[src/hdl/stt_ram.sv]
// ----------------------------------------------------------------------------
// stt_ram
// generic single write, single read ram with registered read data
// ----------------------------------------------------------------------------
module stt_ram #(
   parameter int WIDTH = 8,
   parameter int DEPTH = 16
) (
   input  logic                     clock,
   input  logic                     wr_en,
   input  logic [$clog2(DEPTH)-1:0] wr_addr,
   input  logic [WIDTH-1:0]         wr_data,
   input  logic [$clog2(DEPTH)-1:0] rd_addr,
   output logic [WIDTH-1:0]         rd_data
);

   logic [WIDTH-1:0] mem_ff [DEPTH];
   logic [WIDTH-1:0] rd_data_ff;

   always_ff @(posedge clock) begin
      if (wr_en) begin
         mem_ff[wr_addr] <= wr_data;
      end
      rd_data_ff <= mem_ff[rd_addr];
   end

   assign rd_data = rd_data_ff;

endmodule

[config.mk]
export PLATFORM = sky130hd
export DESIGN_NAME = stt_ram
export DESIGN_NICKNAME = d
export VERILOG_FILES = /design/src/hdl/stt_ram.sv
export SDC_FILE = /design/constraint.sdc
export NUM_CORES = 1
export LEC_CHECK = 0
export ABC_AREA = 1
export ABC_CLOCK_PERIOD_IN_PS = 1300
export BUFFER_PORTS_ARGS = -buffer_cell sky130_fd_sc_hd__buf_2
export CAP_MARGIN = 40
export CORE_UTILIZATION = 55
export CTS_CLUSTER_DIAMETER = 100
export CTS_CLUSTER_SIZE = 10
export DETAILED_ROUTE_END_ITERATION = 8
export GPL_TIMING_DRIVEN = 0
export PLACE_DENSITY = 0.78
export REMOVE_ABC_BUFFERS = 1
export SYNTH_ARGS = -nofsm -noshare
export SYNTH_HDL_FRONTEND = slang
export SYNTH_SLANG_ARGS = --single-unit
[constraint.sdc]
create_clock -name clock -period 1.3 [get_ports clock]
set_input_delay 0.13 -clock clock [delete_from_list [all_inputs] [get_ports clock]]
set_output_delay 0.13 -clock clock [all_outputs]
set_load 0.05 [all_outputs]
# Word-level counts from Yosys, hierarchy flattened
# Memories as Yosys holds them, arrays and structs flattened. A register that Yosys moved wholly into a read port is not among the register bits.
# Cells that the tools add are included.
# word_totals
register_bits	0
latch_bits	0
ram_bits	128
romBits	0
input_bits	18
out_inout_bits	8
word_cells	3
memories	1
# classes
n_addsub	0
mul	0
div	0
order_cmp	0
n_eq_ne	0
shift	0
muxes	2
bitwise_logic	0
n_reduce_logical	0
# memory_table
name	words	width	read_ports	rd_clocked_by_memory_dff	write_ports	line_no	text
mem_ff	16	8	1	1	1	17	logic [WIDTH-1:0] mem_ff [DEPTH];
# op_table
cell	count
$mux W1	2

# Logic depth before layout (Yosys ltp)
# logic_depth
word_depth	2
depth_mapped	8
mapped_depth_nobuf	7

# Worst setup path before layout
# No wires, ideal clock.
# synth_path
path_kind	input-to-reg
start	in wr_addr[2]
end	mem mem_ff[10][0] (enable)
setup_time_ps	370
arrival_time_ps	711
t_required_ps	930
setup_slack_ps	219
cell_stages	2
path_cell_list	nand3b_1 > nor2_1
# synth_rtl
element	line_no	text
start, declared	11	input logic [$clog2(DEPTH)-1:0] wr_addr,
end, declared	17	
# Straight into the memory's write port.

# Worst setup path in the final report
# layout_path
start	reg rd_data_ff[1], in the netlist rd_data[1] (read register of mem_ff)
end	out rd_data[1]
# layout_rtl
element	line_no	text
start, declared	18	logic [WIDTH-1:0] rd_data_ff;
end, declared	14	output logic [WIDTH-1:0] rd_data
# No word-level cell between the ends.

==> run_results.csv <==
group,metric,value,unit
sta,skew,0.00643,ns
flow_run,max_cap_violations,0,
routing,post_drt_via_cell_ratio,5.41,
sta,final-hold-violation-count,0,
cts,clkTransAtPathRegs,0.06,ns
die,ios,26,
placement,place.port_buffers,25,
setup_path,critPathBufInv,1,
cells_and_area,num-nets-final,598,
logic_synthesis,synth_cells,551,
logic_synthesis,ys_seq_elements,136,
global_routing,gr-total-overflow,0,
sta,slew-limit-headroom,0.399,
die,die_area,10900,µm²
routing,vias,3947,
logic_synthesis,synth.avg_cell_area,10.5,µm²
logic_synthesis,netlist_top_cells_area,"edfxtp_1 67%, nand2_1 11%, nand3_1 8.4%",
die,initial_core_util,0.564,
power_and_ir_drop,powerDensity,1610,nW/µm²
hold_path,hold_path_end,"mem_ff[14][1]$_DFFE_PP_",
cells_and_area,antennaDiodeCount,0,
global_routing,grt_usage,0.240,
sta,setup_repair_after_global_routing_missed_its_margin,"no",
setup_path,crit_path_cell_trace,"buf_2",
hold_path,min-delay-start,"wr_data[1]",
die,die_height,104,µm
sta,min_period,1.21,ns
logic_synthesis,post-synth-top-area-cell,"edfxtp_1",
setup_path,timing.critical_path.slowest_stage_cell,"dfxtp_1",
sta,timing_max_transition_violations_final,0,
sta,setup_violations,0,
cells_and_area,fill_cells,709,
routing,firstDrtPassIters,5,
cts,numCtsBuffers,17,
routing,drt_drc_violations_left,0,
die,fp-row-count,37,
global_routing,via_count_of_the_first_global_routing_pass,3810,
logic_synthesis,synth.yosys.seq_area_share,0.694,
placement,post-place-cells,690,
setup_path,endpoint_kind,"output pin",
logic_synthesis,yosys_synthesis_warning_count,0,
power_and_ir_drop,power_leakage,2.86,nW
routing,routed_wirelength,12.2,mm
global_routing,antenna_found_initial,0,
global_routing,grt_first_pass_wirelength,19.3,mm
cts,h-tree-depth,4,
setup_path,timing.setup.critical_path_class,"reg -> out",
sta,tightestPinTransition,0.898,ns
cts,cts_tree,"done",
setup_path,crit_family,"flip-flops",
placement,post_placement_worst_setup_slack,-0.556,ns
setup_path,worstRegToRegCells,6,
logic_synthesis,post_synth_instance_area,5770,µm²
power_and_ir_drop,vdd_drop_max,1260,µV
power_and_ir_drop,design_power_total,10.7,mW
outcome,result_of_the_run,"finished clean",
hold_path,holdCritPathClass,"in -> reg",
sta,worst_hold_margin,0.0215,ns
setup_path,required,1.17,ns
hold_path,hold_path_stages,1,
placement,dpl.hpwl,7.13,mm
logic_synthesis,post_synth_top_area_share,0.667,
cells_and_area,synthToLayoutAreaGrowth,15.2,%
cts,clk_path_buf_depth,2,
cts,cts_sinks,136,
routing,drt_iter0_drc,493,
sta,fmax,826,MHz
die,dieWidth,104,µm
setup_path,reg2reg_from,"mem_ff[9][4]$_DFFE_PP_",
placement,gpl.final_weighted_congestion,0.782,
cts,worst_skew_pair.late_latency,0.52,ns
setup_path,cp-start-kind,"flip-flop",
die,fp.coreArea,10200,µm²
setup_path,cp_peak_stage_delay,0.31,ns
cells_and_area,final_layout_size_suffix_gt1_frac,0.101,
logic_synthesis,synth.lib_cells_used.distinct,12,
routing,routedWlPerCell,16.8,µm
cts,ctsRootBufferMaster,"clkbuf_8",
setup_path,path_max_fanout,1,
sta,fin_crit_sh,0.931,
setup_path,critical_path.reg2reg.endpoint,"rd_data[4]$_DFF_P_",
cells_and_area,layoutNonFillerInstCount,729,
setup_path,setup.reg_to_reg.worst_slack,0.23,ns
setup_path,worst_ep_arrival_time,1.08,ns
routing,antenna_violating_nets_post_route,0,
sta,fin_setup_tns,0,ns
global_routing,grt_start_max_net_pins,41,
sta,timing.final.ws_setup,0.0895,ns
==> cells in the final DEF (no fill, tap or decap), types with 2 or more instances in the layout <==
master	n
nand2_1	173
edfxtp_1	128
inv_1	100
nand3_1	97
buf_2	23
nor2_1	17
clkbuf_16	16
dfxtp_1	8
dlygate4sd3_1	7
clkinvlp_4	5
bufinv_16	5
clkinv_2	3
inv_2	2
nand3b_1	2
clkbuf_8	2
buf_4	2
buf_12	2
==> metrics by stage <==
step,util,area [µm²]
after floorplan,-,5600
after global placement,0.576,5900
after detailed placement,0.580,5940
after CTS,0.650,6650
after global routing,0.650,6650
final,0.650,6650
==> registers in the layout, indices dropped and copies added (netlist names) <==
name and count:
rd_data 8, mem_ff 128
==> cell families after synthesis <==
family	synth area share
simple gates	0.210
flops	0.694
buf+inv	0.0952
==> how the worst max path moves through the flow <==
stage,from,to,slack (ns),cells after the start
2_1_floorplan,rd_addr[0],rd_data[2]$_DFF_P_,0.19,6
3_3_place_gp,rd_addr[0],rd_data[4]$_DFF_P_,-1.27,8
3_5_place_dp,rd_addr[1],rd_data[4]$_DFF_P_,-0.56,6
4_1_cts,rd_data[1]$_DFF_P_,rd_data[1],0.07,1
5_1_grt,rd_data[3]$_DFF_P_,rd_data[3],0.05,1
6_report,rd_data[1]$_DFF_P_,rd_data[1],0.09,1
==> report_power, final <==
group	switching (mW)	internal, mW	total, mW
registers	0.0254	4.90	4.93
clock network	1.73	3.34	5.07
logic	0.499	0.178	0.678
total	2.25	8.43	10.7
==> cells in the mapped netlist, drive strengths merged <==
master and number:
buf 24, nand3b 2, dfxtp 8, nand2 173, nor2 17, inv 102
edfxtp 128, nand3 97
==> timing repair <==
item | in CTS | in global routing
hold buffers | 7 | 0
setup buffers | 0 | 0
resized for setup | 2 | 0
endpoints found under the hold margin | 89 | 0
endpoints found under the setup margin | 2 | 0
==> cell type report <==
cell class                 count  area, µm²  share of cell area
clock buffer                  19        432              0.0650
clock inverter                13        203              0.0305
inverter                     102        383              0.0576
sequential                   136       4000               0.603
multi-input combinational    289       1210               0.183
tap                          136        170              0.0256
timing repair buffer          34        240              0.0362
==> per-layer routing <==
layer	global-route usage	wire length [µm]	part of all wire
met5	0	0	0
met1	0.294	4620	0.38
met3	0.0589	1060	0.087
met4	0.108	269	0.022
met2	0.403	6270	0.51
Power figures use the tool's default switching activity.
